==> src/rtl/sps_pkg.sv <==
// Shared types and constants for the support point search block.
// No dependencies.
package sps_pkg;

  localparam int CFG_W = 7;

  localparam logic KIND_LOAD  = 1'b0;
  localparam logic KIND_QUERY = 1'b1;

  typedef enum logic [1:0] {
    OP_LOAD,
    OP_QUERY,
    OP_DROP
  } op_t;

  typedef enum logic [1:0] {
    ST_IDLE,
    ST_ISSUE,
    ST_DRAIN,
    ST_DONE
  } state_t;

  // head of the request queue as seen by the back end
  typedef struct packed {
    logic valid;
    op_t  op;
  } q_head_t;

  // flags riding along the projection pipeline
  typedef struct packed {
    logic valid;
    logic last;
  } pipe_ctl_t;

endpackage

==> src/rtl/sps_front.sv <==
// Front end: accepts requests, decodes them and buffers them in a two-entry queue.
// Depends on sps_pkg.
module sps_front #(
  parameter int MAX_VERTICES = 64,
  parameter int COORD_BITS   = 16,
  parameter int SLOT_W       = 6
) (
  input  logic                    clk,
  input  logic                    rst,
  input  logic                    in_valid,
  output logic                    in_ready,
  input  logic                    in_kind,
  input  logic [SLOT_W-1:0]       in_slot,
  input  logic [3*COORD_BITS-1:0] in_vec,
  output sps_pkg::q_head_t        head,
  output logic [SLOT_W-1:0]       head_slot,
  output logic [3*COORD_BITS-1:0] head_vec,
  input  logic                    pop
);

  sps_pkg::op_t            e_op   [2];
  logic [SLOT_W-1:0]       e_slot [2];
  logic [3*COORD_BITS-1:0] e_vec  [2];
  logic                    wr_ptr;
  logic                    rd_ptr;
  logic [1:0]              count;
  sps_pkg::op_t            op_in;
  logic                    push;
  logic                    do_pop;

  always_comb begin
    if (in_kind == sps_pkg::KIND_QUERY) begin
      op_in = sps_pkg::OP_QUERY;
    end else if ({1'b0, in_slot} < (SLOT_W + 1)'(MAX_VERTICES)) begin
      op_in = sps_pkg::OP_LOAD;
    end else begin
      op_in = sps_pkg::OP_DROP;
    end
  end

  assign in_ready = (count != 2'd2);
  assign push     = in_valid && in_ready;
  assign do_pop   = pop && (count != 2'd0);

  assign head.valid = (count != 2'd0);
  assign head.op    = e_op[rd_ptr];
  assign head_slot  = e_slot[rd_ptr];
  assign head_vec   = e_vec[rd_ptr];

  always_ff @(posedge clk) begin
    if (push) begin
      e_op[wr_ptr]   <= op_in;
      e_slot[wr_ptr] <= in_slot;
      e_vec[wr_ptr]  <= in_vec;
    end
  end

  always_ff @(posedge clk) begin
    if (rst) begin
      wr_ptr <= 1'b0;
      rd_ptr <= 1'b0;
      count  <= 2'd0;
    end else begin
      if (push) begin
        wr_ptr <= ~wr_ptr;
      end
      if (do_pop) begin
        rd_ptr <= ~rd_ptr;
      end
      case ({push, do_pop})
        2'b10:   count <= count + 2'd1;
        2'b01:   count <= count - 2'd1;
        default: count <= count;
      endcase
    end
  end

endmodule

==> config.mk <==
export PLATFORM = sky130hd
export DESIGN_NAME = sps_front
export DESIGN_NICKNAME = d
export VERILOG_FILES = /design/src/rtl/sps_pkg.sv /design/src/rtl/sps_front.sv
export SDC_FILE = /design/constraint.sdc
export NUM_CORES = 1
export LEC_CHECK = 0
export ABC_AREA = 1
export BUFFER_PORTS_ARGS = -buffer_cell sky130_fd_sc_hd__buf_2
export CORE_ASPECT_RATIO = 1.25
export CORE_MARGIN = 5
export CORE_UTILIZATION = 55
export CTS_BUF_LIST = sky130_fd_sc_hd__clkbuf_16
export CTS_CLUSTER_DIAMETER = 120
export DETAILED_ROUTE_END_ITERATION = 10
export HOLD_SLACK_MARGIN = 0.15
export PLACE_DENSITY = 0.9
export SYNTH_ARGS = -nofsm -noshare
export SYNTH_HDL_FRONTEND = slang
export SYNTH_SLANG_ARGS = --single-unit
==> constraint.sdc <==
create_clock -name clk -period 6.2 [get_ports clk]
set_clock_uncertainty 0.05 [all_clocks]
set_input_delay 1.86 -clock clk [delete_from_list [all_inputs] [get_ports clk]]
set_output_delay 1.86 -clock clk [all_outputs]
set_load 0.01 [all_outputs]
After elaboration in Yosys (flattened, before gate mapping)
Memories as Yosys holds them, arrays and structs flattened. A register that Yosys moved wholly into a read port is not among the register bits.
Cells that the tools add are included.

storage, ports and cells
  register bits after elaboration = 4
  RAM bits = 110
  input bits = 59
  output and inout bits = 58
  logic and storage cells = 27
  memories = 3

memories
  name    words  bits a word  rd ports  clocked after memory_dff  write ports  line             RTL
  e_vec   2      48           1         1                         1            sps_front.sv:23  logic [3*COORD_BITS-1:0] e_vec [2];
  e_slot  2      6            1         1                         1            sps_front.sv:22  logic [SLOT_W-1:0] e_slot [2];
  e_op    2      1            1         1                         1            sps_front.sv:21  sps_pkg::op_t e_op [2];

cells by class
  add/sub/neg operators = 2
  equality and inequality tests = 3
  muxes and demuxes = 10
  bitwise logic cells = 2
  reductions and logical operators = 4

operator list
  kind                                                                   count
  1-bit two-way mux                                                      9
  2-bit one-hot mux with 2 select lines                                  1
  2-bit nonzero test                                                     2
  2-bit by 1-bit adder with 2-bit output, second input constant          1
  2-bit by 1-bit equality test with 1-bit output, second input constant  1
  2-bit equality test, second input constant                             1
  1-bit logical AND                                                      2
  2-bit inequality test, second input constant                           1
  1-bit NOT                                                              2
  2-bit by 1-bit subtractor with 2-bit output, second input constant     1

Depth between registers and ports, before layout
Gate-level depths: netlist (run 1).

  word-level depth = 4
  mapped depth = 10
  gate-level depth less buffers = 10

Worst setup path before layout (run 1)
Ideal clock, no wire load.

  path type = input port to flip-flop
  start point = input port in_valid
  end point = memory e_op[0] (netlist name), enable pin
  setup time = 468 ps
  data arrival time = 4,263 ps
  required time = 5,682 ps
  setup slack = 1,419 ps
  stages on the path = 2
  buffers on the path = 0
  cells stage by stage = nand2_1 nor2_1

between the ends
  longest elaborated chain between the ends = 3

RTL lines
  item                                     line             RTL
  from (decl)                              sps_front.sv:10  input logic in_valid,
  1-bit logical AND                        sps_front.sv:42  assign push = in_valid && in_ready;
  1-bit two-way mux                        sps_front.sv:51  if (push) begin
  1-bit two-way mux (not written as such)  sps_front.sv:52  e_op[wr_ptr] <= op_in;
  to (decl)                                sps_front.sv:21

No other way between the ends.

==> results of run 1 <==
==> area by class of cell <==
| type | instances | share of cell area |
|---|---|---|
| clock buffers | 17 | 0.0752 |
| clock inverters | 15 | 0.0267 |
| inverters | 8 | 0.00531 |
| multi-input cells | 81 | 0.166 |
| flip-flops and latches | 115 | 0.602 |
| well taps | 95 | 0.0210 |
| repair buffers | 117 | 0.104 |
==> routing by layer <==
layer / track usage / vias to the layer above / wire length [microns]
met1: 0.167 / 1052 / 2740
met2: 0.286 / 77 / 4290
met5: 0 / - / 0
met4: 0.0804 / 0 / 154
met3: 0.0530 / 11 / 440
li1: - / 1072 / -
==> worst max-delay path, cell delays in order (launching register included) <==
cell	delay, ns
dfxtp_4	1.00
mux2_2	0.43
buf_2	0.14
==> power breakdown <==
| group | leakage (uW) | switching [uW] | internal (uW) | total [uW] |
|---|---|---|---|---|
| logic | 0.000931 | 170 | 209 | 380 |
| registers | 0.00107 | 64.8 | 954 | 1020 |
| clock network | 0.000287 | 307 | 619 | 926 |
==> sequential cells by signal, summed over array words and instances (netlist names), named ones only <==
register / count
e_vec: 96
rd_ptr: 1
e_slot: 12
count: 2
wr_ptr: 1
e_op: 2
==> synth_stat cells (2+ instances only) <==
| master | number |
|---|---|
| mux2_4 | 50 |
| buf_12 | 5 |
| mux2_2 | 5 |
| edfxtp_1 | 110 |
| inv_1 | 8 |
| o21ai_0 | 3 |
| dfxtp_1 | 5 |
| nand2_1 | 8 |
| nor2_1 | 10 |
| a21oi_1 | 2 |
==> per-stage QoR <==
step	worst slack [ns]	hold WS [ns]	std cells
floorplan	1.42	0.415	211
global placement	2.53	0.432	416
detailed placement	2.48	0.442	416
CTS	2.26	0.457	448
global route	2.20	0.499	448
finish	2.30	0.455	448
==> cell families after synthesis <==
group / count (synthesis)
flip-flops: 115
AND/OR/NAND/NOR: 19
other: 1
multiplexers: 55
adder cells (fa/ha/maj): 1
AO/OA/AOI/OAI: 5
buffers and inverters: 15
==> worst min-delay path by stage <==
stage / endpoint / slack, ns / cells past startpoint / from
floorplan: flip-flop / 0.41 / 2 / rd_ptr
global placement: rd_ptr / 0.43 / 2 / rd_ptr
detailed placement: flip-flop / 0.44 / 2 / rd_ptr
CTS: flip-flop / 0.46 / 2 / rd_ptr
global route: flip-flop / 0.50 / 2 / rd_ptr
finish: rd_ptr / 0.46 / 2 / rd_ptr
==> impl_metrics.tcl, run 1 <==
set metrics [dict create \
    post_dp_cell_area_sq_um 5080 \
    path_max_fanout 55 \
    num_rows 36 \
    routedWlPerCell_microns 17.0 \
    cts_buffers 17 \
    crit_end "head_slot[5]" \
    power_density_nw_per_um2 411 \
    synthCells 211 \
    grt_max_degree 56 \
    drc 0 \
    ctsHoldBuffers 0 \
    synth-compound-area-share 0.00559 \
    gp_congestion 0.661 \
    critPathLaunchType "flip-flop" \
    synth_top_family_by_area "multiplexers" \
    drive_gt1_frac 0.572 \
    syn-num-nets 271 \
    multi_input_area_sq_um 937 \
    finalPower_uw 2320 \
    fin_crit_sh 0.628 \
    tns_ns 0 \
    dr.pass1.iters 4 \
    initial_core_util 0.568 \
    relSlewSlack 0.349 \
    die_area_sq_um 10000 \
    place_hpwl_microns 5150 \
    fin_nets 400 \
    netlist.area_leader.share 0.738 \
    worst-setup-path-type "flip-flop to output port" \
    cts_setup_buffers 0 \
    yosys.cell_types.count 15 \
    grt_use_total 0.161 \
    setup_viol 0 \
    via_per_inst 4.94 \
    synth_seq_cells 115 \
    finalInstanceArea_sq_um 5660 \
    clk_latency_ns 0.40 \
    r2r_cells 5 \
    status "finished, final reports clean" \
    async_reset_ff_frac 0 \
    rr_endpoint "e_vec[1][6]" \
    die_w_microns 90.7 \
    syn-cell-area_sq_um 4470 \
    grt_first_pass_wirelength_microns 12300 \
    synth_top_area_cell "edfxtp_1" \
    fill_cells 501 \
    ff_latch_area_sq_um 3410 \
    yosysSeqAreaShare 0.761 \
    ir_drop_mv 0.290 \
    via_count 2212 \
    synth.area.top_cells "edfxtp_1 74%, mux2_4 17%, buf_12 2.2%" \
    clock_sinks 115 \
    yosys.area_share.simple 0.0165 \
    yosys_warnings 0 \
    synthAdderAreaFrac 0.00280 \
    core_region_area_sq_um 7880 \
    worst_pin_slew_ns 0.976 \
    period_needed_ns 3.90 \
    port_buffers 115 \
    most-common-layout-cells "115 x buf_2, 110 x edfxtp_1, 50 x mux2_4" \
    area_growth_pct 26.5 \
    worstPathArrival_ns 1.99 \
    synth_mux_area_frac 0.180 \
    cp-end-kind "output port" \
    path_clk_slew_ns 0.05 \
    cts_buffer_depth 2 \
    ctsHtreeMaxLevel 4 \
    hold_viol_final 0 \
    finish.utilization 0.718 \
    post_cts_resized 0 \
    antenna_found_initial 0 \
    maxCapViolations 0 \
    die_y_microns 111 \
    drtAntennaViolNets 0 \
    rsz0062_at_grt "no" \
    grt_pass1_vias 2421 \
    routed_wl_microns 7630 \
    ff2ff_setup_slack_ns 3.92 \
    syn_area_per_cell_sq_um 21.2 \
    layout_commonest_cell "buf_2" \
    worstPathRequired_ns 4.29 \
    synth-edff-count 110 \
    io_pins 117 \
    hold_path_class "flip-flop to flip-flop" \
    timing.rr.start "count[0]" \
    overflow 0 \
    yosys_most_used_dff "edfxtp_1" \
    cts_tree "yes" \
    slew_viol_final 0 \
    root_buffer "clkbuf_16" \
    p_leak_uw 0.00229 \
    antennaDiodeCount 0 \
    maxClockFrequency_mhz 257 \
    first_iter_violations 94 \
    synth-xor-area-share 0 \
]
Power figures use the tool's default switching activity.
==> inputs of run 2 (changes only) <==
--- a/config.mk
+++ b/config.mk
@@ -9,12 +9,12 @@
 export BUFFER_PORTS_ARGS = -buffer_cell sky130_fd_sc_hd__buf_2
 export CORE_ASPECT_RATIO = 1.25
 export CORE_MARGIN = 5
-export CORE_UTILIZATION = 55
+export CORE_UTILIZATION = 52
 export CTS_BUF_LIST = sky130_fd_sc_hd__clkbuf_16
 export CTS_CLUSTER_DIAMETER = 120
 export DETAILED_ROUTE_END_ITERATION = 10
 export HOLD_SLACK_MARGIN = 0.15
-export PLACE_DENSITY = 0.9
+export PLACE_DENSITY = 0.86
 export SYNTH_ARGS = -nofsm -noshare
 export SYNTH_HDL_FRONTEND = slang
 export SYNTH_SLANG_ARGS = --single-unit
==> constraint.sdc (replaced) <==
create_clock -name clk -period 3.8 [get_ports clk]
set_clock_uncertainty 0.05 [all_clocks]
set_input_delay 1.14 -clock clk [delete_from_list [all_inputs] [get_ports clk]]
set_output_delay 1.14 -clock clk [all_outputs]
set_load 0.01 [all_outputs]
==> impl_metrics.tcl, run 2 (synthesis gave the netlist of run 1 again) <==
set metrics [dict create \
    initial_core_util 0.537 \
    routedWlPerCell_microns 17.2 \
    drtAntennaViolNets 0 \
    ctsHtreeMaxLevel 4 \
    layout_commonest_cell "buf_2" \
    hold_viol_final 0 \
    first_iter_violations 126 \
    root_buffer "clkbuf_16" \
    fin_nets 401 \
    slowest_stage "dfxtp_4" \
    gp_congestion 0.733 \
    cpPeakStageDelay_ns 0.66 \
    grt_first_pass_wirelength_microns 12100 \
    largest_reg_flops 96 \
    routed_wl_microns 7740 \
    cts_setup_buffers 0 \
    cp-end-kind "output port" \
    cts_buffers 17 \
    grt_use_total 0.157 \
    via_per_inst 4.99 \
    hold_path_class "flip-flop to flip-flop" \
    port_buffers 115 \
    die_area_sq_um 10600 \
    rsz0062_at_grt "no" \
    antennaDiodeCount 0 \
    maxCapViolations 0 \
    cts_tree "yes" \
    path_cells "buf_12 -> mux2_2 -> buf_2" \
    overflow 0 \
    cts_buffer_depth 2 \
    place_hpwl_microns 5410 \
    slew_viol_final 0 \
    status "finished, final reports clean" \
    core_region_area_sq_um 8330 \
    grt_pass1_vias 2432 \
    maxClockFrequency_mhz 325 \
    cp_top_family "flip-flops" \
    post_cts_resized 0 \
    grt_max_degree 39 \
    drc 0 \
    worst_pin_slew_ns 0.588 \
    io_pins 117 \
    die_y_microns 114 \
    relSlewSlack 0.607 \
    path_clk_slew_ns 0.05 \
    path_max_fanout 29 \
    worst-path-buf-inv 2 \
    ctsHoldBuffers 0 \
    period_needed_ns 3.08 \
    fin_crit_sh 0.811 \
    antenna_found_initial 1 \
    power_density_nw_per_um2 644 \
    setup_viol 0 \
    p_leak_uw 0.00229 \
    worstPathArrival_ns 1.89 \
    via_count 2249 \
    regMostFlops "e_vec" \
    ir_drop_mv 0.423 \
    finalPower_uw 3630 \
    finish.utilization 0.677 \
    area_growth_pct 26.1 \
    dr.pass1.iters 4 \
    most-common-layout-cells "115 x buf_2, 110 x edfxtp_1, 50 x mux2_4" \
    drive_gt1_frac 0.556 \
    fill_cells 564 \
    die_w_microns 93.0 \
    worst-setup-path-type "flip-flop to output port" \
    largest_registers "e_vec (96), e_slot (12)" \
    clk_latency_ns 0.40 \
    worstPathRequired_ns 2.61 \
    critPathLaunchType "flip-flop" \
    clock_sinks 115 \
    num_rows 37 \
]
run 2: final timing paths:
check                      end  slack (ns)  depth (start not counted)  startpoint
hold / removal       flip-flop        0.50                          2      rd_ptr
setup reg to reg   e_vec[1][5]        1.86                          5    count[0]
setup / recovery  head_vec[45]        0.72                          3   flip-flop
hold reg to reg      flip-flop        0.50                          2      rd_ptr
run 2: final cells by class:
cell class                 count  area [sq um]  area share
sequential                   115          3410       0.604
multi-input combinational     81           937       0.166
timing repair buffer         118           636       0.113
clock buffer                  17           425      0.0754
tap                           97           121      0.0215
clock inverter                15          86.3      0.0153
inverter                       8          30.0     0.00532
run 2: report_power, final:
group / switching [uW] / leakage [uW] / internal, uW
Clock: 468 / 0.000271 / 862
Combinational: 324 / 0.000947 / 353
Sequential: 71.6 / 0.00107 / 1560
run 2: worst min-delay path, cell delays in order (launching register included):
cell and delay (ns):
dfxtp_1 0.35, nor2_1 0.07, nor2_1 0.09
run 2: metrics by stage:
step                hold WS (ns)  worst slack [ns]  instance area, sq um  cells  TNS, ns
finish                     0.501             0.719                  5640    451        0
global placement           0.425              1.13                  5130    419        0
global route               0.533             0.621                  5640    451        0
floorplan                  0.415            -0.261                  4470    211   -28.69
detailed placement         0.458              1.11                  5130    419        0
CTS                        0.504             0.676                  5640    451        0
run 2: routing by layer:
metal	vias up	part of all wire	global-route usage	wire length, microns
met2	87	0.53	0.262	4060
met4	2	0.022	0.0792	174
met3	16	0.081	0.0752	623
met1	1071	0.37	0.164	2860
li1	1073	-	-	-
met5	-	0.0017	0	13
==> inputs of run 3 (changes only) <==
--- a/config.mk
+++ b/config.mk
@@ -9,12 +9,12 @@
 export BUFFER_PORTS_ARGS = -buffer_cell sky130_fd_sc_hd__buf_2
 export CORE_ASPECT_RATIO = 1.25
 export CORE_MARGIN = 5
-export CORE_UTILIZATION = 52
+export CORE_UTILIZATION = 47
 export CTS_BUF_LIST = sky130_fd_sc_hd__clkbuf_16
 export CTS_CLUSTER_DIAMETER = 120
 export DETAILED_ROUTE_END_ITERATION = 10
 export HOLD_SLACK_MARGIN = 0.15
-export PLACE_DENSITY = 0.86
+export PLACE_DENSITY = 0.82
 export SYNTH_ARGS = -nofsm -noshare
 export SYNTH_HDL_FRONTEND = slang
 export SYNTH_SLANG_ARGS = --single-unit
==> constraint.sdc (replaced) <==
create_clock -name clk -period 2.6 [get_ports clk]
set_clock_uncertainty 0.05 [all_clocks]
set_input_delay 0.78 -clock clk [delete_from_list [all_inputs] [get_ports clk]]
set_output_delay 0.78 -clock clk [all_outputs]
set_load 0.01 [all_outputs]
==> impl_metrics.tcl, run 3 (synthesis gave the netlist of run 1 again) <==
set metrics [dict create \
    grt_pass1_vias 2440 \
    period_needed_ns 2.49 \
    finalInstanceArea_sq_um 5800 \
    worstPathRequired_ns 1.77 \
    grt_max_degree 56 \
    initial_core_util 0.485 \
    gp_congestion 0.666 \
    fin_nets 403 \
    root_buffer "clkbuf_16" \
    cts_setup_buffers 0 \
    timing.rr.start "count[0]" \
    clock_sinks 115 \
    r2r_cells 5 \
    critPathLaunchType "flip-flop" \
    p_leak_uw 0.00234 \
    core_region_area_sq_um 9220 \
    maxCapViolations 0 \
    place_hpwl_microns 4980 \
    drtAntennaViolNets 0 \
    drive_gt1_frac 0.576 \
    hold_depth 2 \
    die_y_microns 119 \
    most-common-layout-cells "115 x buf_2, 110 x edfxtp_1, 50 x mux2_4" \
    fill_cells 664 \
    antenna_found_initial 0 \
    regMostFlops "e_vec" \
    largest_reg_flops 96 \
    worstPathArrival_ns 1.66 \
    cts_tree "yes" \
    hold_viol_final 0 \
    path_max_fanout 55 \
    maxClockFrequency_mhz 402 \
    largest_registers "e_vec (96), e_slot (12)" \
    cp-end-kind "output port" \
    drc 0 \
    num_rows 39 \
    worst-setup-path-type "flip-flop to output port" \
    via_per_inst 4.72 \
    status "finished, final reports clean" \
    area_growth_pct 29.6 \
    die_w_microns 97.3 \
    io_pins 117 \
    overflow 0 \
    finish.utilization 0.629 \
    grt_first_pass_wirelength_microns 11800 \
    via_count 2265 \
    first_iter_violations 57 \
    dr.pass1.iters 5 \
    cts_buffer_depth 2 \
    grt_use_total 0.136 \
    post_cts_resized 0 \
    worst-path-buf-inv 2 \
    ctsHoldBuffers 0 \
    ff2ff_setup_slack_ns 0.95 \
    post_dp_cell_area_sq_um 5150 \
    path_cells "buf_12 -> mux2_2 -> buf_2" \
    ctsHtreeMaxLevel 4 \
    power_density_nw_per_um2 1010 \
    cpPeakStageDelay_ns 0.39 \
    cp_top_family "buffers and inverters" \
    die_area_sq_um 11600 \
    hold_path_class "flip-flop to flip-flop" \
    fin_crit_sh 0.956 \
    port_buffers 115 \
    setup_viol 0 \
    min-delay-start "rd_ptr" \
    slowest_stage "mux2_2" \
    clk_latency_ns 0.40 \
    cts_buffers 17 \
    slew_viol_final 0 \
    routed_wl_microns 7540 \
    rsz0062_at_grt "no" \
    path_clk_slew_ns 0.05 \
    layout_commonest_cell "buf_2" \
    rr_endpoint "e_vec[1][22]" \
    hold_end "rd_ptr" \
    ir_drop_mv 0.629 \
    routedWlPerCell_microns 15.7 \
]
run 3: power breakdown:
group | total [uW] | switching, uW | internal, uW | leakage (uW)
combinational | 1020 | 510 | 510 | 0.000950
sequential | 2330 | 55.8 | 2270 | 0.00107
clock | 2500 | 729 | 1770 | 0.000322
run 3: metrics by stage:
step / TNS [ns] / cells / total power [uW] / hold slack [ns] / setup slack [ns]
floorplan: -21.75 / 211 / 3110 / 0.415 / -0.198
global placement: 0 / 447 / 3370 / 0.429 / 0.539
detailed placement: 0 / 447 / 3400 / 0.439 / 0.537
CTS: 0 / 479 / 5920 / 0.452 / 0.0910
global route: 0 / 479 / 6080 / 0.474 / 0.0570
finish: 0 / 480 / 5840 / 0.449 / 0.115
run 3: final cells by class:
type	instances	area, sq um	area share
Timing Repair Buffer	120	626	0.108
Sequential cell	115	3410	0.587
Clock buffer	17	425	0.0733
Tap cell	123	154	0.0265
Multi-Input combinational cell	81	937	0.162
Clock inverter	15	219	0.0377
Inverter	8	30.0	0.00518
Antenna cell	1	2.50	0.000431
run 3: per-layer routing:
layer  up-vias  track usage  part of all wire
met5         -            0                 0
met1      1093        0.132              0.38
met3        11       0.0789             0.083
met2        88        0.234              0.52
met4         0       0.0589             0.010
li1       1073            -                 -
run 3: how the worst max path moves through the flow:
| stage | startpoint | to | slack [ns] | cells after the start |
|---|---|---|---|---|
| after floorplan | in_valid | e_op[0] | -0.20 | 2 |
| after global placement | flip-flop | head_vec[37] | 0.54 | 3 |
| after detailed placement | flip-flop | head_slot[5] | 0.54 | 3 |
| after CTS | flip-flop | head_slot[5] | 0.09 | 3 |
| after global routing | flip-flop | head_vec[47] | 0.06 | 3 |
| final | flip-flop | head_vec[47] | 0.11 | 3 |
run 3: worst min-delay path, cell delays in order (launching register included):
cell     delay (ns)
dfxtp_1        0.32
nor2_1         0.06
nor2_1         0.08
